**src/design/ppsc_pkg.sv**
```systemverilog
package ppsc_pkg;

    localparam int NUM_CHANNELS = 8;
    localparam int VALUE_W      = 8;
    localparam int INDEX_W      = 3;
    localparam int MODE_W       = 3;

    // Stream widths: tdata on each side is padded with zeros to whole bytes.
    localparam int IN_DATA_W  = 72;
    localparam int OUT_DATA_W = 24;

    localparam int DEF_MAX_COUNT       = 228;
    localparam int DEF_FAST_MAX_COUNT  = 229;
    localparam int DEF_FAST_STOP_COUNT = 230;

    localparam logic [VALUE_W-1:0] UNREAD_VALUE = 8'hFF;

    typedef enum logic [MODE_W-1:0] {
        MODE_REINIT = 3'd0,
        MODE_START  = 3'd1,
        MODE_FAST   = 3'd2,
        MODE_SLOW   = 3'd3,
        MODE_READ   = 3'd4
    } mode_t;

    typedef logic [VALUE_W-1:0] value_t;

endpackage

```
**src/design/paddle_pot_scan_counter_core.sv**
```systemverilog
// Channel  Signals                          Payload (lowest bit first)
// s        s_tvalid s_tready s_tuser s_tdata tuser: mode[2:0]
//                                            tdata: target_0..target_7, read_index, pad
// m        m_tvalid m_tready m_tdata         tdata: read_value, active_mask, scan_busy, pad
//
// One item is taken per cycle unless a stalled result holds it back; its result
// passes through the input register, then the scan update and the result register.
// The eight channel compares are evaluated in parallel within the single scan update stage.
// Reset is asynchronous and active low; it returns every channel to idle with
// latched readings of 0xff. A stalled result holds the pipeline; the input side
// keeps accepting as long as the result register frees up in the same cycle.
module paddle_pot_scan_counter_core #(
    parameter int MAX_COUNT       = ppsc_pkg::DEF_MAX_COUNT,
    parameter int FAST_MAX_COUNT  = ppsc_pkg::DEF_FAST_MAX_COUNT,
    parameter int FAST_STOP_COUNT = ppsc_pkg::DEF_FAST_STOP_COUNT
) (
    input  logic                           clk,
    input  logic                           rst_n,
    input  logic                           s_tvalid,
    output logic                           s_tready,
    input  logic [ppsc_pkg::MODE_W-1:0]    s_tuser,  // mode
    input  logic [ppsc_pkg::IN_DATA_W-1:0] s_tdata,  // target_0..target_7, read_index
    output logic                           m_tvalid,
    input  logic                           m_tready,
    output logic [ppsc_pkg::OUT_DATA_W-1:0] m_tdata  // read_value, active_mask, scan_busy
);
    import ppsc_pkg::*;

    localparam value_t MAX_C  = value_t'(MAX_COUNT);
    localparam value_t FMAX_C = value_t'(FAST_MAX_COUNT);
    localparam value_t FSTOP_C = value_t'(FAST_STOP_COUNT);

    // Input register
    logic                in_valid_reg;
    mode_t               in_mode_reg;
    value_t              in_target_reg [NUM_CHANNELS];
    logic [INDEX_W-1:0]  in_index_reg;

    // Scan state
    value_t              latched_reg [NUM_CHANNELS];
    value_t              latched_next [NUM_CHANNELS];
    value_t              pot_target_reg [NUM_CHANNELS];
    value_t              pot_target_next [NUM_CHANNELS];
    logic [NUM_CHANNELS-1:0] active_reg;
    logic [NUM_CHANNELS-1:0] active_next;
    value_t              count_reg;
    value_t              count_next;
    logic                scanning_reg;
    logic                scanning_next;

    // Result register
    logic                  out_valid_reg;
    logic [OUT_DATA_W-1:0] out_data_reg;
    value_t                read_value;

    logic advance;

    assign advance  = in_valid_reg && (!out_valid_reg || m_tready);
    assign s_tready = !in_valid_reg || advance;
    assign m_tvalid = out_valid_reg;
    assign m_tdata  = out_data_reg;

    always_ff @(posedge clk or negedge rst_n)
    begin
        if (!rst_n)
        begin
            in_valid_reg <= 1'b0;
        end
        else if (s_tready)
        begin
            in_valid_reg <= s_tvalid;
        end
    end

    always_ff @(posedge clk)
    begin
        if (s_tready && s_tvalid)
        begin
            in_mode_reg  <= mode_t'(s_tuser);
            for (int ch = 0; ch < NUM_CHANNELS; ch++)
            begin
                in_target_reg[ch] <= s_tdata[VALUE_W*ch +: VALUE_W];
            end
            in_index_reg <= s_tdata[VALUE_W*NUM_CHANNELS +: INDEX_W];
        end
    end

    always_comb
    begin
        count_next    = count_reg;
        active_next   = active_reg;
        scanning_next = scanning_reg;
        latched_next  = latched_reg;
        pot_target_next = pot_target_reg;

        case (in_mode_reg)
            MODE_REINIT:
            begin
                for (int ch = 0; ch < NUM_CHANNELS; ch++)
                begin
                    latched_next[ch]    = UNREAD_VALUE;
                    pot_target_next[ch] = '0;
                end
                active_next   = '0;
                count_next    = '0;
                scanning_next = 1'b0;
            end
            MODE_START:
            begin
                for (int ch = 0; ch < NUM_CHANNELS; ch++)
                begin
                    latched_next[ch]    = '0;
                    pot_target_next[ch] = in_target_reg[ch];
                end
                active_next   = '1;
                count_next    = '0;
                scanning_next = 1'b1;
            end
            MODE_FAST:
            begin
                if (scanning_reg)
                begin
                    count_next = (count_reg < FSTOP_C) ? count_reg + 8'd1 : count_reg;
                    // Compares stop once the fast count has passed the slow maximum.
                    if (count_next <= MAX_C)
                    begin
                        for (int ch = 0; ch < NUM_CHANNELS; ch++)
                        begin
                            if (active_reg[ch] && count_next >= pot_target_reg[ch])
                            begin
                                latched_next[ch] = pot_target_reg[ch];
                                active_next[ch]  = 1'b0;
                            end
                        end
                        if (active_next == '0)
                        begin
                            scanning_next = 1'b0;
                        end
                    end
                    if (scanning_next)
                    begin
                        if (count_next == FMAX_C)
                        begin
                            for (int ch = 0; ch < NUM_CHANNELS; ch++)
                            begin
                                if (active_next[ch])
                                begin
                                    latched_next[ch] = FMAX_C;
                                end
                            end
                        end
                        if (count_next == FSTOP_C)
                        begin
                            active_next   = '0;
                            scanning_next = 1'b0;
                        end
                    end
                end
            end
            MODE_SLOW:
            begin
                if (scanning_reg)
                begin
                    count_next = (count_reg < MAX_C) ? count_reg + 8'd1 : count_reg;
                    for (int ch = 0; ch < NUM_CHANNELS; ch++)
                    begin
                        if (active_reg[ch] && count_next >= pot_target_reg[ch])
                        begin
                            latched_next[ch] = pot_target_reg[ch];
                            active_next[ch]  = 1'b0;
                        end
                    end
                    if (active_next == '0)
                    begin
                        scanning_next = 1'b0;
                    end
                    else if (count_next == MAX_C)
                    begin
                        // Channels that never matched read the full-scale count.
                        for (int ch = 0; ch < NUM_CHANNELS; ch++)
                        begin
                            if (active_next[ch])
                            begin
                                latched_next[ch] = MAX_C;
                            end
                        end
                        active_next   = '0;
                        scanning_next = 1'b0;
                    end
                end
            end
            default:
            begin
            end
        endcase

        if (active_next[in_index_reg])
        begin
            read_value = (count_next < FMAX_C) ? count_next : FMAX_C;
        end
        else
        begin
            read_value = latched_next[in_index_reg];
        end
    end

    always_ff @(posedge clk or negedge rst_n)
    begin
        if (!rst_n)
        begin
            for (int ch = 0; ch < NUM_CHANNELS; ch++)
            begin
                latched_reg[ch]    <= UNREAD_VALUE;
                pot_target_reg[ch] <= '0;
            end
            active_reg    <= '0;
            count_reg     <= '0;
            scanning_reg  <= 1'b0;
            out_valid_reg <= 1'b0;
        end
        else
        begin
            if (advance)
            begin
                latched_reg    <= latched_next;
                pot_target_reg <= pot_target_next;
                active_reg     <= active_next;
                count_reg      <= count_next;
                scanning_reg   <= scanning_next;
                out_valid_reg  <= 1'b1;
            end
            else if (m_tready)
            begin
                out_valid_reg <= 1'b0;
            end
        end
    end

    always_ff @(posedge clk)
    begin
        if (advance)
        begin
            out_data_reg <= {7'd0, scanning_next, active_next, read_value};
        end
    end

`ifndef ASSERT_OFF
    // A scan is in progress exactly while some channel is still active.
    a_busy_matches_mask: assert property (@(posedge clk) disable iff (!rst_n)
        scanning_reg == (active_reg != '0))
        else $error("scan flag disagrees with active channels");

    a_count_ceiling: assert property (@(posedge clk) disable iff (!rst_n)
        count_reg <= FSTOP_C)
        else $error("scan counter passed the fast stop count");

    a_result_busy: assert property (@(posedge clk) disable iff (!rst_n)
        out_valid_reg |-> (out_data_reg[16] == (out_data_reg[15:8] != '0)))
        else $error("result busy flag disagrees with its active mask");

    a_stall_keeps_input: assert property (@(posedge clk) disable iff (!rst_n)
        (in_valid_reg && out_valid_reg && !m_tready) |=> in_valid_reg)
        else $error("input item dropped while the result was stalled");
`endif

endmodule
```
**config.mk**
```make
export PLATFORM = sky130hd
export DESIGN_NAME = paddle_pot_scan_counter_core
export DESIGN_NICKNAME = d
export VERILOG_FILES = /design/src/design/ppsc_pkg.sv /design/src/design/paddle_pot_scan_counter_core.sv
export SDC_FILE = /design/constraint.sdc
export NUM_CORES = 1
export LEC_CHECK = 0
export BUFFER_PORTS_ARGS = -buffer_cell sky130_fd_sc_hd__buf_2
export CORE_MARGIN = 3
export CORE_UTILIZATION = 30
export DETAILED_ROUTE_END_ITERATION = 8
export HOLD_SLACK_MARGIN = 0.03
export PLACE_DENSITY = 0.43
export SLEW_MARGIN = 15
export SYNTH_ARGS = -nofsm -noshare
export SYNTH_HDL_FRONTEND = slang
export SYNTH_SLANG_ARGS = --single-unit
```
**constraint.sdc**
```tcl
create_clock -name clk -period 6.3 [get_ports clk]
set_clock_uncertainty 0.15 [all_clocks]
set_input_delay 0.945 -clock clk [delete_from_list [all_inputs] [get_ports clk]]
set_output_delay 0.945 -clock clk [all_outputs]
set_load 0.1 [all_outputs]
```
* Yosys cells after proc, flatten, opt, wreduce, memory -nomap -nowiden
Memories as Yosys holds them, arrays and structs flattened.
Index checks and enable logic that the tools add are counted.
** Cells by class
- Mux-type cells :: 134
- Reduce and logical (&&, ||, !) cells :: 29
- Order comparisons :: 22
- Bitwise logic cells :: 1
- Add/sub/neg operators :: 1
- Equal/unequal tests :: 6
** Operators with widths (number)
- $mux 64 :: 7
- $mux 8 :: 49
- $pmux 64 s4 :: 1
- $ge 8x8->1 :: 16
- $pmux 64 s2 :: 1
- $mux 1 :: 71
- $pmux 8 s4 :: 1
- $bmux 8 s3 :: 1
- $eq 8x8->1 const B :: 3
- $lt 8x8->1 const B :: 3
- $pmux 8 s3 :: 1
- $logic_and 1x1->1 :: 18
- $logic_not 8->1 :: 2
- $add 8x1->8 const B :: 1
- $le 8x8->1 const B :: 1
- $eq 3x2->1 const B :: 2
- $ge 4x4->1 const B :: 1
- $lt 3x4->1 const B :: 1
- $not 3->4 :: 1
- $pmux 1 s4 :: 1
- $reduce_bool 2->1 :: 2
- $bmux 1 s3 :: 1
- $eq 3x1->1 const B :: 1
- $logic_not 3->1 :: 1
- other kinds (4) :: 6
** Word-level totals
- Input bits :: 79
- Memories kept :: 1
- Register bits after elaboration :: 170
- Logic and storage cells :: 218
- Output and inout bits :: 26
- Bits in writable memories :: 64
** Memory list
- in_target_reg :: depth 8, bits a word 8, read ports 8, clocked after Yosys merged registers in 0, write ports 8, line paddle_pot_scan_counter_core.sv:36 : value_t in_target_reg [NUM_CHANNELS];

* Logic depth before layout (Yosys ltp)
Gate-level depths: netlist of run 1.
- Depth after elaboration :: 20
- Gate-level depth with buffers :: 19
- Depth with buffers taken out :: 17

* Least setup slack after synthesis of run 1
No wires, ideal clock.
- Path kind :: reg-to-reg
- Start :: reg count_reg[4]
- End :: reg out_data_reg[6] (netlist: m_tdata[6]) (data pin)
- Clock period less this slack :: 4.524 ns
- Library setup time :: 0.263 ns
- Data required time :: 5.887 ns
- Stages on the path, launching flop included :: 17
- Path slack :: 1.776 ns
- Arrival time :: 4.111 ns
- Path buffers :: 1
- Cell sequence :: dfrtp_1 > buf_4 > or3_1 > nand2_1 > xnor2_1 > ha_1 > nand2b_1 > a2111o_1 > a31o_2 > a31oi_1 > mux2i_1 > a21oi_1 > nor3_1 > nand3_1 > mux4_2 > nand2_1 > a2bb2oi_1
** Between the ends
- Word-level cells in the longest chain between the ends :: 20
- Elaborated cells between the ends (all ways) :: 164
- Those cells by class :: 1 x add/sub; 20 x order compare; 3 x eq/ne; 122 x mux; 18 x reduce/logical
** Ends and longest elaborated chain
- start, declared :: line paddle_pot_scan_counter_core.sv:46 : value_t count_reg;
- start signal, assigned :: line paddle_pot_scan_counter_core.sv:228 : count_reg <= count_next;
- $add 8x1->8 or $lt 8x8->1 (tied branches) :: line paddle_pot_scan_counter_core.sv:123, paddle_pot_scan_counter_core.sv:164
- $mux 8 :: line paddle_pot_scan_counter_core.sv:123 : count_next = (count_reg < FSTOP_C) ? count_reg + 8'd1 : count_reg;
- $ge 8x8->1 :: line paddle_pot_scan_counter_core.sv:129 : if (active_reg[ch] && count_next >= pot_target_reg[ch])
- $logic_and 1x1->1 :: line paddle_pot_scan_counter_core.sv:129
- $mux 1 :: line paddle_pot_scan_counter_core.sv:129
- $mux 1 :: line paddle_pot_scan_counter_core.sv:125 : if (count_next <= MAX_C)
- $mux 1 :: line paddle_pot_scan_counter_core.sv:121 : if (scanning_reg)
- $mux 1 :: line paddle_pot_scan_counter_core.sv:96 : case (in_mode_reg)
- [... 4 more ...]
- $mux 1 or $mux 64 (tied branches) :: line paddle_pot_scan_counter_core.sv:96, paddle_pot_scan_counter_core.sv:142
- $mux 64 :: line paddle_pot_scan_counter_core.sv:140 : if (scanning_next)
- $mux 64 :: line paddle_pot_scan_counter_core.sv:121
- $pmux 64 s4 :: line paddle_pot_scan_counter_core.sv:96
- $bmux 8 s3 :: line paddle_pot_scan_counter_core.sv:203 : read_value = latched_next[in_index_reg];
- $mux 8 (implied by the code) (2 in series) :: line paddle_pot_scan_counter_core.sv:203
- $mux 8 * :: line paddle_pot_scan_counter_core.sv:197 : if (active_next[in_index_reg])
- via read_value[6] :: line paddle_pot_scan_counter_core.sv:54 : value_t read_value;
- end signal, assigned :: line paddle_pot_scan_counter_core.sv:243 : out_data_reg <= {7'd0, scanning_next, active_next, read_value};
- end, declared :: line paddle_pot_scan_counter_core.sv:53 : logic [OUT_DATA_W-1:0] out_data_reg;
Mark *: on every way through the listed nets, which the timed path passes. The rest lies on a longest branch. The select of a mux whose other input is x is not followed.
A chain may end at the register's enable or synchronous reset.

* Worst setup path in the final report of run 1
- Start :: reg count_reg[4]
- End :: reg out_data_reg[7] (netlist: m_tdata[7]) (data pin)
Same word-level chain as after synthesis.

==> run summary, run 1 <==
By area the synthesized netlist is led by sky130_fd_sc_hd__edfxtp_1 (16%), sky130_fd_sc_hd__dfrtp_1 (13%), sky130_fd_sc_hd__dfstp_2 (10%). After detailed routing, the number of vias per cell comes to 5.82. Counting both buffers and inverters, the worst setup path holds a total of 0. The die is 240 um wide. Yosys mapped the design onto 96 distinct sky130hd cell types. The min-delay analysis places its worst path in the category register to register. The global-route wire length before repair came out at 103 mm. The area share of the largest cell type after synthesis is 16.0%. The gate count of the mapped netlist came out at 1866. The reported leakage power is 8.01 nW. The via count of the first global-routing pass came out at 15000.

Counting flops and latches in the post-synthesis netlist gives 234. The count of cells resized by post-cts repair is 0. In this run the worst path has a maximum fanout of 12. The die is 240 um tall.

The number of standard-cell rows in the floorplan is 85. The DRC violations left is 0. The maximum achievable frequency came out at 177 MHz. For this run, the number of Yosys warnings is 0. The global routing stage identified its most utilized layer as met2.

The power per cell area is 378 mW/mm2. The largest net degree at the start of global routing is 100. The maximum level of the CTS H-tree came out at 1.

The area enclosed by the die boundary came out at 0.0574 mm2. For met1 alone, demand over resource in global routing was 33.9%. The number of hold buffers added after CTS is 1.

TritonCTS built the clock tree. The average cell area after synthesis is 8.78 um2. For this design, the slowest cell found on the critical path is sky130_fd_sc_hd__o21ai_0. The number of antenna violations at the first check in global routing is 1. The per-cell routed wire length is 26.2 um. The core area is 0.0539 mm2. At the worst endpoint, the arrival time is 5760 ps. The final hold violation count was 0.

The met2 track demand over resource came out at 36.8%. Of the synthesized area, sequential elements account for 38.9%. The worst supply voltage drop on vdd is 0.172 mV. The count of buffers added on input and output ports is 92. Once placement finished, the instance area stood at 0.0180 mm2.

The max-slew violation total from the final report came to 0. The most critical setup path has its startpoint at count_reg[4]. Summed over all layers, the global routing overflow is 0.

The initial cell density of the core is 30.4%. The area growth from synthesis to layout is 16.1%. The detailed router's first-iteration violation count came out at 1457. Grouping stages by cell kind, the critical path spends the most delay in compound AO/OA/AOI/OAI gates. The synthesized cell area came out at 0.0164 mm2.

The number of flops mapped to enable cells by yosys came out at 87. STA puts the critical path data required time at 6420 ps. The number of detailed-routing iterations run before antenna repair is 6. By count the netlist is led by sky130_fd_sc_hd__nand2_1 (310), sky130_fd_sc_hd__o21ai_0 (204), sky130_fd_sc_hd__nor2_1 (133).

STA classifies the critical path startpoint as a register. The net count of the finished layout is 2189. sky130_fd_sc_hd__nand2_1 is the most common cell in the netlist. The share of async-settable or async-resettable flops after synthesis came out at 62.8%. The fraction of the cycle the final worst path needs is 89.6%. Once detailed placement completed, the half-perimeter wirelength came to 50.8 mm.

The final instance area came out at 0.0190 mm2. The count of max-cap constraint violations came out at 0. In the synthesized netlist the dominant register cell turns out to be sky130_fd_sc_hd__edfxtp_1.

The total wirelength of the detailed-routed design came out at 70.9 mm. The final total negative setup slack is 0 ps. The share of final-layout standard cells stronger than drive strength 1 is 18.6%. The total I/O pin count is 105. The worst setup path is of the register to register kind. The origin of the worst min-delay path is latched_reg[6]. At the pin with the least slew margin, the transition time is 1060 ps. The setup violation total in the final timing report is 0. Clock tree synthesis found a total of 234 sinks. The number of setup buffers added after CTS came out at 0. The time the final worst path needs with I/O delays and setup is 5640 ps. The count of nets left with antenna violations after detail routing is 0. The clock tree buffer depth is 3. Clock-pin slew was measured on the worst setup and hold paths at 60 ps. The worst setup path is captured at a register. Across every metal layer, demand over resource in global routing totals 24.3%.

The worst register-to-register path begins at count_reg[4]. The final core utilization came out at 35.3%. The delay contributed by the slowest stage of the critical path is 560 ps. The worst max-slew margin expressed relative to the limit came out at 29.3%.

The clock latency at the later pin of the worst-skew pair is 580 ps. The tightest hold path in the finished design has a slack of 317 ps. The number of cells in the design after placement is 2645.

The number of buffers added by the clock tree synthesis step came out at 29. Clock tree synthesis selected as its root buffer the cell sky130_fd_sc_hd__clkbuf_16. The number of standard cells in the layout, taps in and fillers out is 2700. The final route contains 15700 vias. Setup repair after global routing left no endpoint under its margin. The cell taking the most area after synthesis is sky130_fd_sc_hd__edfxtp_1. The final weighted congestion in routability-driven placement is 0.955. The critical path goes through or3_1 -> nand3_1 -> nand2_1 -> ha_1 -> a2111oi_0 -> or3_1 -> o2111ai_1 -> nor2_1 -> o32ai_1 -> a31oi_1 -> o21ai_0 -> nor2_1 -> o31ai_1 -> a31oi_1. In the global route stage, met3 resource usage came out at 4.35%. The run finished with clean final reports.

The number of filler instances in the final layout came out at 5587.
==> kinds of logic (layout without fill, tap and decap cells) <==
group                    after synthesis  count (layout)  synth area share [%]
buffers and inverters                196             327                  5.13
adder cells (fa/ha/maj)              129             129                  9.85
AND/OR/NAND/NOR                      617             617                  16.8
AO/OA/AOI/OAI                        649             649                  26.8
multiplexers                          32              32                  2.12
other                                  1               8                0.0229
flip-flops                           234             234                  38.9
XOR/XNOR                               8               8                 0.428
==> per-layer routing <==
layer	routed length, um	vias up
met5	0	-
met4	3420	0
met3	5540	161
met2	30400	700
met1	31500	7695
li1	-	7162
==> layout by cell type (no fill, tap or decap), types with 64 or more instances in the layout <==
cell type / count
sky130_fd_sc_hd__o21ai_0: 204
sky130_fd_sc_hd__edfxtp_1: 87
sky130_fd_sc_hd__inv_1: 81
sky130_fd_sc_hd__buf_4: 94
sky130_fd_sc_hd__nand2_1: 308
sky130_fd_sc_hd__a21oi_1: 107
sky130_fd_sc_hd__ha_1: 129
sky130_fd_sc_hd__dfrtp_1: 83
sky130_fd_sc_hd__nor2_1: 127
sky130_fd_sc_hd__dfstp_2: 64
sky130_fd_sc_hd__buf_2: 91
==> final timing paths <==
kind	slack, ps	cells past startpoint	to
worst min register to register	320	2	latched_reg[6]
max in group asynchronous	4170	3	pot_target_reg[56]
worst max-delay path	660	14	m_tdata[7]
worst max register to register	660	14	m_tdata[7]
min in group asynchronous	600	2	pot_target_reg[20]
worst min-delay path	320	2	latched_reg[6]
==> power breakdown <==
group          switching, mW  total (mW)  internal (mW)
clock                  0.709        1.79           1.08
combinational           2.01        3.07           1.06
sequential             0.332        2.32           1.99
total                   3.05        7.18           4.13
==> metrics by stage <==
stage	setup slack, ps	power (mW)
2_1_floorplan	1780	4.15
3_3_place_gp	849	5.29
3_5_place_dp	882	5.33
4_1_cts	848	7.17
5_1_grt	465	7.58
6_report	658	7.18
==> cell type report <==
class,instances,area [um2],area share [%]
diodes,1,2.50,0.0132
flip-flops and latches,234,6370,33.5
repair buffers,188,1200,6.32
clock buffers,40,868,4.57
clock inverters,13,158,0.829
well taps,696,871,4.58
inverters,86,323,1.70
multi-input cells,1442,9220,48.5
==> worst min-delay path, cell delays in order, from the launching register on <==
cell and delay, ps:
sky130_fd_sc_hd__dfstp_2 370, sky130_fd_sc_hd__nand2_1 50, sky130_fd_sc_hd__nand2_1 50
Power figures use the tool's default switching activity.
==> run 2: changes to the inputs <==
--- a/config.mk
+++ b/config.mk
@@ -9,8 +9,10 @@
 export CORE_MARGIN = 3
 export CORE_UTILIZATION = 30
 export DETAILED_ROUTE_END_ITERATION = 8
+export GPL_TIMING_DRIVEN = 0
 export HOLD_SLACK_MARGIN = 0.03
 export PLACE_DENSITY = 0.43
+export RECOVER_POWER = 100
 export SLEW_MARGIN = 15
 export SYNTH_ARGS = -nofsm -noshare
 export SYNTH_HDL_FRONTEND = slang
==> constraint.sdc (replaced) <==
create_clock -name clk -period 5.4 [get_ports clk]
set_clock_uncertainty 0.15 [all_clocks]
set_input_delay 0.81 -clock clk [delete_from_list [all_inputs] [get_ports clk]]
set_output_delay 0.81 -clock clk [all_outputs]
set_load 0.1 [all_outputs]
==> run 2 against run 1 <==
Final area rose by 2.6%. Register-to-register slack got worse by 760 ps. Critical endpoint is now m_tdata[2]. Non-clock buffer count rose by 55. Total power rose by 20%. Maximum frequency rose by 2.5%. Largest power group unchanged. The run now ends with capacitance limit, slew limit, setup timing left.
==> run summary, run 2 (synthesized netlist as in run 1, its figures left out) <==
The routed metal-1 wirelength came out at 36.0 mm (+14%). The number of filler instances in the final layout is 5576 (-0.20%). The estimated wirelength of the detail-placed design came out at 61.3 mm (+21%). The final weighted congestion in routability-driven placement is 1.05 (+10%). The DRC violations left is 0 (unchanged). The fraction of the cycle the final worst path needs came out at 102% (+12 points). The worst endpoint data arrival time is 5760 ps (about the same). The master cell of the clock root buffer is sky130_fd_sc_hd__clkbuf_16.

The number of buffers added by the clock tree synthesis step is 29 (unchanged). The clock tree from TritonCTS is done. The count of nets left with antenna violations after detail routing came out at 0 (unchanged). The number of standard-cell rows in the floorplan came out at 85 (unchanged). The area taken by flip-flops and latches came out at 0.00637 mm2 (about the same). The capture point of the worst reg-to-reg path is m_tdata[2].

The detailed-routed wire length on met3 is 7.49 mm (+35%). The cell area after placement is 0.0181 mm2 (+0.47%). The clock tree buffer depth came out at 3 (unchanged). The power per cell area came out at 441 mW/mm2 (+17%). The reported leakage power is 7.98 nW (-0.45%).

The area growth from synthesis to layout came out at 19.2%. The number of input and output port buffers inserted came to 92 (unchanged). The final instance area is 0.0195 mm2 (+2.6%). The depth of the worst register-to-register path was 10 (-4). The clock sink count is 234 (unchanged). The total routing usage reported by global routing is 28.9% (+4.6 points). The worst setup path is of the register to register kind.

The worst supply voltage drop on vdd is 0.249 mV (+45%). The final hold violation count is 0 (unchanged). The core area came out at 0.0539 mm2 (unchanged).

The launch instance of the worst register-to-register path is in_mode_reg[0]. The flow ran to the end, but the final reports show violations. The y dimension of the die is 240 um (unchanged).

The total I/O pin count came out at 105 (unchanged). The total vias in the final route is 16600 (+5.4%). The path class of the tightest hold or removal check is primary input to register. The final reports fail on capacitance limit, slew limit, setup timing.

STA classifies the critical path endpoint as a register. The worst setup path is launched from a register. The worst hold endpoint is in_target_reg[1][31]. The worst setup margin is -102 ps (-760 ps). The number of antenna violations at the first check in global routing is 3 (+2). Setup repair after global routing could not meet its margin everywhere. The data required time at the worst endpoint came to 5660 ps (-760 ps). The met2 wirelength from detailed routing is 35.0 mm (+15%). The max-slew violation total from the final report came to 133 (+133). Leaving out fill and tap cells, the most frequent cell in the layout is sky130_fd_sc_hd__nand2_1. The post-layout net count came to 2244 (+2.5%). The highest layer touched by signal routing is met5. The total wirelength of the detailed-routed design came out at 84.2 mm (+19%). The area of the multi-input gates came out at 0.00960 mm2 (+4.1%). The remaining global-route overflow was 0 (unchanged).

The top cell types in the final layout, fill and taps aside, are sky130_fd_sc_hd__nand2_1 (302), sky130_fd_sc_hd__o21ai_0 (192), sky130_fd_sc_hd__ha_1 (128), sky130_fd_sc_hd__nor2_1 (126), sky130_fd_sc_hd__clkbuf_1 (108). The via count of the first global-routing pass was 15800 (+5.6%). The clock latency at the later pin of the worst-skew pair came to 600 ps (+20 ps). The share of final-layout standard cells stronger than drive strength 1 came out at 17.2% (-1.3 points). The pre-CTS setup slack is -1070 ps (-1950 ps). The per-cell routed wire length came out at 30.5 um (+16%). The time the final worst path needs with I/O delays and setup came to 5500 ps (-140 ps). The detailed router's first-iteration violation count was 1839 (+26%). The clock-pin transition on the worst setup and hold timing paths came out at 60 ps (about the same). The global-route wire length before repair is 119 mm (+15%).

The worst hold path begins at s_tdata[63]. The initial cell density of the core came out at 30.4% (unchanged). The maximum achievable frequency came out at 182 MHz (+2.5%).

The area enclosed by the die boundary is 0.0574 mm2 (unchanged). The die extent in x came to 240 um (unchanged). The maximum level of the CTS H-tree is 1 (unchanged).

The number of cells on the worst hold path is 1 (-1). The detail-routed via count per cell came out at 6.01 (+3.2%). The number of detailed-routing iterations run before antenna repair is 6 (unchanged).

The slew at the pin closest to its max-slew limit is 3810 ps (+2750 ps). The maximum fanout along the worst path is 10 (-2). The worst reg-to-reg setup slack is -100 ps (-760 ps).

The final total negative setup slack came out at -214 ps (-214 ps). The worst max-slew margin expressed relative to the limit came to -154% (-180 points). The largest net degree at the start of global routing is 89 (-11%). The count of max-cap constraint violations is 4 (+4). The setup violation total in the final timing report came to 3 (+3).
[run 2: cell types whose count changed in the layout (fill, tap and decap cells not counted), moves of 5 or more]
cell	before	now
sky130_fd_sc_hd__nand2_4	2	7
sky130_fd_sc_hd__clkbuf_8	8	1
sky130_fd_sc_hd__buf_6	1	11
sky130_fd_sc_hd__clkbuf_1	2	108
sky130_fd_sc_hd__o21ai_1	7	16
sky130_fd_sc_hd__buf_4	94	34
sky130_fd_sc_hd__nand2_1	308	302
sky130_fd_sc_hd__buf_2	91	78
sky130_fd_sc_hd__o21ai_0	204	192
[run 2: cell type report]
| cell class | count | share of cell area, % |
|---|---|---|
| inverters | 86 | 1.65 |
| flip-flops and latches | 234 | 32.7 |
| repair buffers | 133 | 4.44 |
| multi-input cells | 1442 | 49.2 |
| clock buffers | 36 | 3.90 |
| plain buffers | 110 | 2.68 |
| clock inverters | 18 | 1.01 |
| well taps | 696 | 4.46 |
| diodes | 2 | 0.0256 |
[run 2: worst max-delay path: stages (launching register included)]
cell                       delay, ps
sky130_fd_sc_hd__edfxtp_1        420
sky130_fd_sc_hd__clkbuf_1        410
sky130_fd_sc_hd__inv_1           560
sky130_fd_sc_hd__nand2_1         600
sky130_fd_sc_hd__nor2_2          640
sky130_fd_sc_hd__clkbuf_1        840
sky130_fd_sc_hd__o21ai_0         280
sky130_fd_sc_hd__o311ai_0        590
sky130_fd_sc_hd__a21oi_1         200
sky130_fd_sc_hd__o21ai_0         340
sky130_fd_sc_hd__o41a_1          270
[run 2: worst max-delay path by stage]
stage / startpoint / endpoint / slack, ps / cells after the start
6_report: in_mode_reg[0] / m_tdata[2] / -100 / 10
5_1_grt: count_reg[0] / m_tdata[2] / -60 / 20
4_1_cts: count_reg[3] / m_tdata[7] / 50 / 18
3_5_place_dp: count_reg[1] / m_tdata[3] / -1070 / 15
3_3_place_gp: count_reg[6] / m_tdata[3] / -1970 / 17
2_1_floorplan: count_reg[4] / m_tdata[6] / 880 / 16
[run 2: what timing repair did]
item,4_1_cts,5_1_grt
cloned,0,0
setup endpoints to repair,23,8
pin swaps,3,7
setup buffers,10,17
hold endpoints to repair,8,0
hold buffers,1,0
resized for setup,52,29
[run 2: per-stage QoR]
step	util (%)	std cells	hold slack, ps	power, mW
floorplan	-	1872	289	4.84
global placement	32.9	2660	303	6.17
detailed placement	33.5	2673	306	6.26
CTS	35.9	2738	204	8.46
global route	36.2	2755	211	9.03
finish	36.2	2757	236	8.60
[run 2: where the power goes]
group          leakage, nW  switching (mW)  internal, mW
Clock                0.471           0.856          1.19
Combinational         4.91            2.64          1.24
Sequential            2.59           0.350          2.32
Total                 7.98            3.85          4.75
[run 2: layer usage]
layer | vias to the layer above | global-route usage (%)
met3 | 246 | 5.42
met2 | 880 | 42.7
met1 | 8146 | 39.7
met4 | 2 | 15.9
li1 | 7297 | -
met5 | - | 0
==> run 3: changes to the inputs <==
--- a/config.mk
+++ b/config.mk
@@ -5,13 +5,14 @@
 export SDC_FILE = /design/constraint.sdc
 export NUM_CORES = 1
 export LEC_CHECK = 0
-export BUFFER_PORTS_ARGS = -buffer_cell sky130_fd_sc_hd__buf_2
+export ABC_AREA = 1
+export BUFFER_PORTS_ARGS = -buffer_cell sky130_fd_sc_hd__buf_4
 export CORE_MARGIN = 3
 export CORE_UTILIZATION = 30
 export DETAILED_ROUTE_END_ITERATION = 8
 export GPL_TIMING_DRIVEN = 0
 export HOLD_SLACK_MARGIN = 0.03
-export PLACE_DENSITY = 0.43
+export PLACE_DENSITY = 0.45
 export RECOVER_POWER = 100
 export SLEW_MARGIN = 15
 export SYNTH_ARGS = -nofsm -noshare
==> constraint.sdc (replaced) <==
create_clock -name clk -period 4.4 [get_ports clk]
set_clock_uncertainty 0.15 [all_clocks]
set_input_delay 0.66 -clock clk [delete_from_list [all_inputs] [get_ports clk]]
set_output_delay 0.66 -clock clk [all_outputs]
set_load 0.1 [all_outputs]
==> run 3 against run 2 <==
The flow finishes with violations (capacitance limit, slew limit). Area after synthesis increased by 4.8%. Sequential cell count unchanged. Critical path depth increased by 17. Core utilization increased by 1.1 points. Sequential share of layout area decreased by 2.4 points. First-iteration DRC count decreased by 6.7%. Synthesized cell count increased by 27%. Critical path type unchanged. Critical endpoint is now m_tdata[6].
==> run summary, run 3 <==
The depth of the worst register-to-register path came to 27 (+17). The post-synthesis sequential area ratio is 37.1% (-1.8 points). The share of total power in sequential cells is 25.2% (-5.9 points). The reported leakage power came out at 9.64 nW (+21%).

The number of input and output port buffers inserted is 92 (unchanged). The total buffers and inverters traversed by the critical path came out at 5 (+2). The clock latency at the later pin of the worst-skew pair came out at 600 ps (about the same).

The die extent in x was 245 um (+2.3%). The worst register-to-register path begins at count_reg[7]. The share of async-settable or async-resettable flops after synthesis is 62.8% (unchanged).

The tree is rooted in a sky130_fd_sc_hd__clkbuf_16. TritonCTS built the clock tree. The total routing usage reported by global routing is 26.2% (-2.7 points). The area share of the largest cell type after synthesis is 15.2% (-0.73 points). The min-delay analysis places its worst path in the category primary input to register.

The number of standard-cell rows in the floorplan came to 87 (+2.4%). Ranked by instance count, the synthesized netlist is headed by sky130_fd_sc_hd__nand2_1 (645), sky130_fd_sc_hd__nand3_1 (284), sky130_fd_sc_hd__inv_1 (235). The count of max-cap constraint violations was 2 (-2). The setup violation total in the final timing report came out at 0 (-3). The largest net degree at the start of global routing came out at 85 (-4.5%). The initial cell density of the core came out at 30.4% (about the same). The via count of the first global-routing pass is 16700 (+5.4%). The slowest stage of the critical path belongs to the cell sky130_fd_sc_hd__dfrtp_1.

The number of filler instances in the final layout came out at 5991 (+7.4%). The average cell area after synthesis came out at 7.22 um2 (-18%). The fraction of the cycle the final worst path needs is 96.5% (-5.4 points). The internal power is 7.42 mW (+56%).

The maximum achievable frequency is 235 MHz (+30%). For this run, the leading register cell type out of synthesis is sky130_fd_sc_hd__edfxtp_1. The worst max-slew margin expressed relative to the limit is -20.4% (+130 points). The detailed router's first-iteration violation count is 1716 (-6.7%).

The area enclosed by the die boundary is 0.0601 mm2 (+4.6%). The post-layout net count came out at 2760 (+23%). The number of detailed-routing iterations run before antenna repair is 5 (-1). The share of final-layout standard cells stronger than drive strength 1 came to 19.1% (+1.9 points).

The fraction of power spent switching nets is 49.4% (+4.6 points). The max-slew violation total from the final report came out at 129 (-3.0%). The final core utilization is 37.3% (+1.1 points). The maximum fanout along the worst path came to 9 (-1).

The worst hold endpoint is in_target_reg[1][9]. The cell taking the most area after synthesis is sky130_fd_sc_hd__edfxtp_1. The global-route wire length before repair was 116 mm (-2.4%).

The data required time at the worst endpoint is 4600 ps (-1060 ps). The type of the worst setup path is register to register. The worst reg-to-reg setup slack is 150 ps (+260 ps).

The time the final worst path needs with I/O delays and setup is 4250 ps (-1260 ps). The number of antenna violations at the first check in global routing is 1 (-2). The core area is 0.0565 mm2 (+4.8%).

The number of flops mapped to enable cells by yosys is 87 (unchanged). The total wirelength of the detailed-routed design is 80.4 mm (-4.5%). The post-synthesis register bit count is 234 (unchanged).

The flow ran to the end, but the final reports show violations. The final total negative setup slack is 0 ps (+214 ps). The count of nets left with antenna violations after detail routing is 0 (unchanged).

The capture point of the worst reg-to-reg path is m_tdata[6]. Leaving out fill and tap cells, the most frequent cell in the layout is sky130_fd_sc_hd__nand2_1. The power share of the combinational group is 56.3% (+11 points). The clock sink count is 234 (unchanged). The per-cell routed wire length came out at 24.1 um (-21%).

The number of cells on the worst hold path came to 1 (unchanged). The power share of the clock group is 18.5% (-5.3 points). The clock tree buffer depth is 3 (unchanged). The gate count of the mapped netlist is 2375 (+27%).

The y dimension of the die came out at 245 um (+2.3%). The sort of element at the start of the critical path is a register. The final weighted congestion in routability-driven placement was 0.973 (-7.5%). The count of distinct cell types in the synthesized netlist came to 48 (-50%). The delay contributed by the slowest stage of the critical path came out at 400 ps (-440 ps). The power per cell area came to 695 mW/mm2 (+58%). Broken down by cell family, the worst path's largest delay share belongs to simple AND/OR/NAND/NOR gates. The clock-pin transition on the worst setup and hold timing paths is 60 ps (about the same). The total I/O pin count came out at 105 (unchanged). The worst endpoint data arrival time came out at 4450 ps (-1310 ps). The final hold violation count is 0 (unchanged). The DRC violations left came out at 0 (unchanged).

The area growth from synthesis to layout is 22.9%. The remaining global-route overflow is 0 (unchanged). The type of destination of the critical path is a register. The total vias in the final route came to 17800 (+7.7%).

In this run the most critical hold path is launched from s_tdata[41]. The estimated wirelength of the detail-placed design is 62.6 mm (+2.1%). The detail-routed via count per cell is 5.35 (-11%). The number of buffers added by the clock tree synthesis step is 31 (+6.9%).

The switching power is 7.24 mW (+88%). The library cells used most frequently in the layout, excluding fill and tap cells, are sky130_fd_sc_hd__nand2_1 (566), sky130_fd_sc_hd__nand3_1 (242), sky130_fd_sc_hd__inv_1 (216), sky130_fd_sc_hd__o21ai_0 (173), sky130_fd_sc_hd__a21oi_1 (147). The worst supply voltage drop on vdd came out at 0.319 mV (+28%). The final reports fail on capacitance limit, slew limit. The most common cell type on the critical path is sky130_fd_sc_hd__nand2_1. Setup repair after global routing could not meet its margin everywhere. The synthesized cell area came out at 0.0172 mm2 (+4.8%). The count of yosys warnings during synthesis is 0 (unchanged). The maximum level of the CTS H-tree is 1 (unchanged).

The slew at the pin closest to its max-slew limit came to 1810 ps (-2000 ps). Yosys instantiated no cell more often than sky130_fd_sc_hd__nand2_1. Ranked by total cell area, the synthesized netlist is headed by sky130_fd_sc_hd__edfxtp_1 (15%), sky130_fd_sc_hd__nand2_1 (14%), sky130_fd_sc_hd__dfrtp_1 (12%).
## run 3: cell count changes in the layout (fill, tap and decap cells not counted), sizes merged, moves of 52 or more
| cell | previous run | this run |
|---|---|---|
| buf | 136 | 84 |
| nand3 | 43 | 291 |
| nand2 | 313 | 662 |
| a21oi | 112 | 170 |
| inv | 83 | 241 |
| clkbuf | 142 | 217 |
## run 3: area by class of cell
class | instances | area [um2] | share of cell area [%]
Antenna cell | 1 | 2.50 | 0.0119
Timing Repair Buffer | 140 | 1040 | 4.93
Inverter | 248 | 958 | 4.54
Buffer | 125 | 599 | 2.84
Clock inverter | 20 | 253 | 1.20
Clock buffer | 37 | 798 | 3.78
Tap cell | 756 | 946 | 4.48
Multi-Input combinational cell | 1772 | 10100 | 48.0
Sequential cell | 234 | 6370 | 30.2
## run 3: stage by stage
stage                     worst slack [ps]  area [um2]  hold slack (ps)  instances  power [mW]
final                                  153       21100              108       3333        14.7
after global routing                 -67.2       21100             89.3       3332        15.8
after CTS                            -12.3       20300             57.2       3308        13.9
after detailed placement              -522       18900              321       3234        10.8
after global placement               -1350       18800              321       3229        10.6
after floorplan                        547       17200              214       2381        8.25
## run 3: worst max-delay path by stage
| stage | to | slack (ps) | cells after the start | from |
|---|---|---|---|---|
| floorplan | in_index_reg[0] | 550 | 3 | m_tvalid |
| global placement | m_tdata[1] | -1350 | 25 | count_reg[3] |
| detailed placement | m_tdata[3] | -520 | 25 | count_reg[5] |
| CTS | m_tdata[0] | -10 | 28 | count_reg[2] |
| global route | m_tdata[0] | -70 | 27 | count_reg[7] |
| finish | m_tdata[6] | 150 | 27 | count_reg[7] |
## run 3: power by group through the flow
stage | logic [mW] | registers, mW | clock network, mW
6_report | 8.26 | 3.70 | 2.71
5_1_grt | 9.15 | 3.75 | 2.86
4_1_cts | 7.50 | 3.63 | 2.75
3_5_place_dp | 7.13 | 3.65 | 0
3_3_place_gp | 6.98 | 3.66 | 0
2_1_floorplan | 4.60 | 3.65 | 0
## run 3: layer usage
layer | wire [um] | share of wire [%] | global-route usage, %
met2 | 35100 | 44 | 39.9
met3 | 5980 | 7.4 | 3.92
met4 | 2720 | 3.4 | 8.98
met1 | 36600 | 46 | 37.8
met5 | 0 | 0 | 0
## run 3: timing repair
action,in CTS,in global routing
setup buffers,16,26
pin swaps,1,55
hold buffers,1,0
hold endpoints to repair,61,0
gates cloned,0,0
resized for setup,48,221
setup endpoints to repair,8,8
## run 3: logic make-up (layout without fill, tap and decap cells)
group / Yosys count / count (layout) / share of synthesized area [%]
xor+xnor: 2 / 2 / 0.146
simple gates: 1144 / 1144 / 29.0
fa+ha+maj: 129 / 129 / 9.41
compound gates: 490 / 490 / 15.6
flops: 234 / 234 / 37.1
buf+inv: 375 / 570 / 8.71
other cells: 1 / 8 / 0.0219
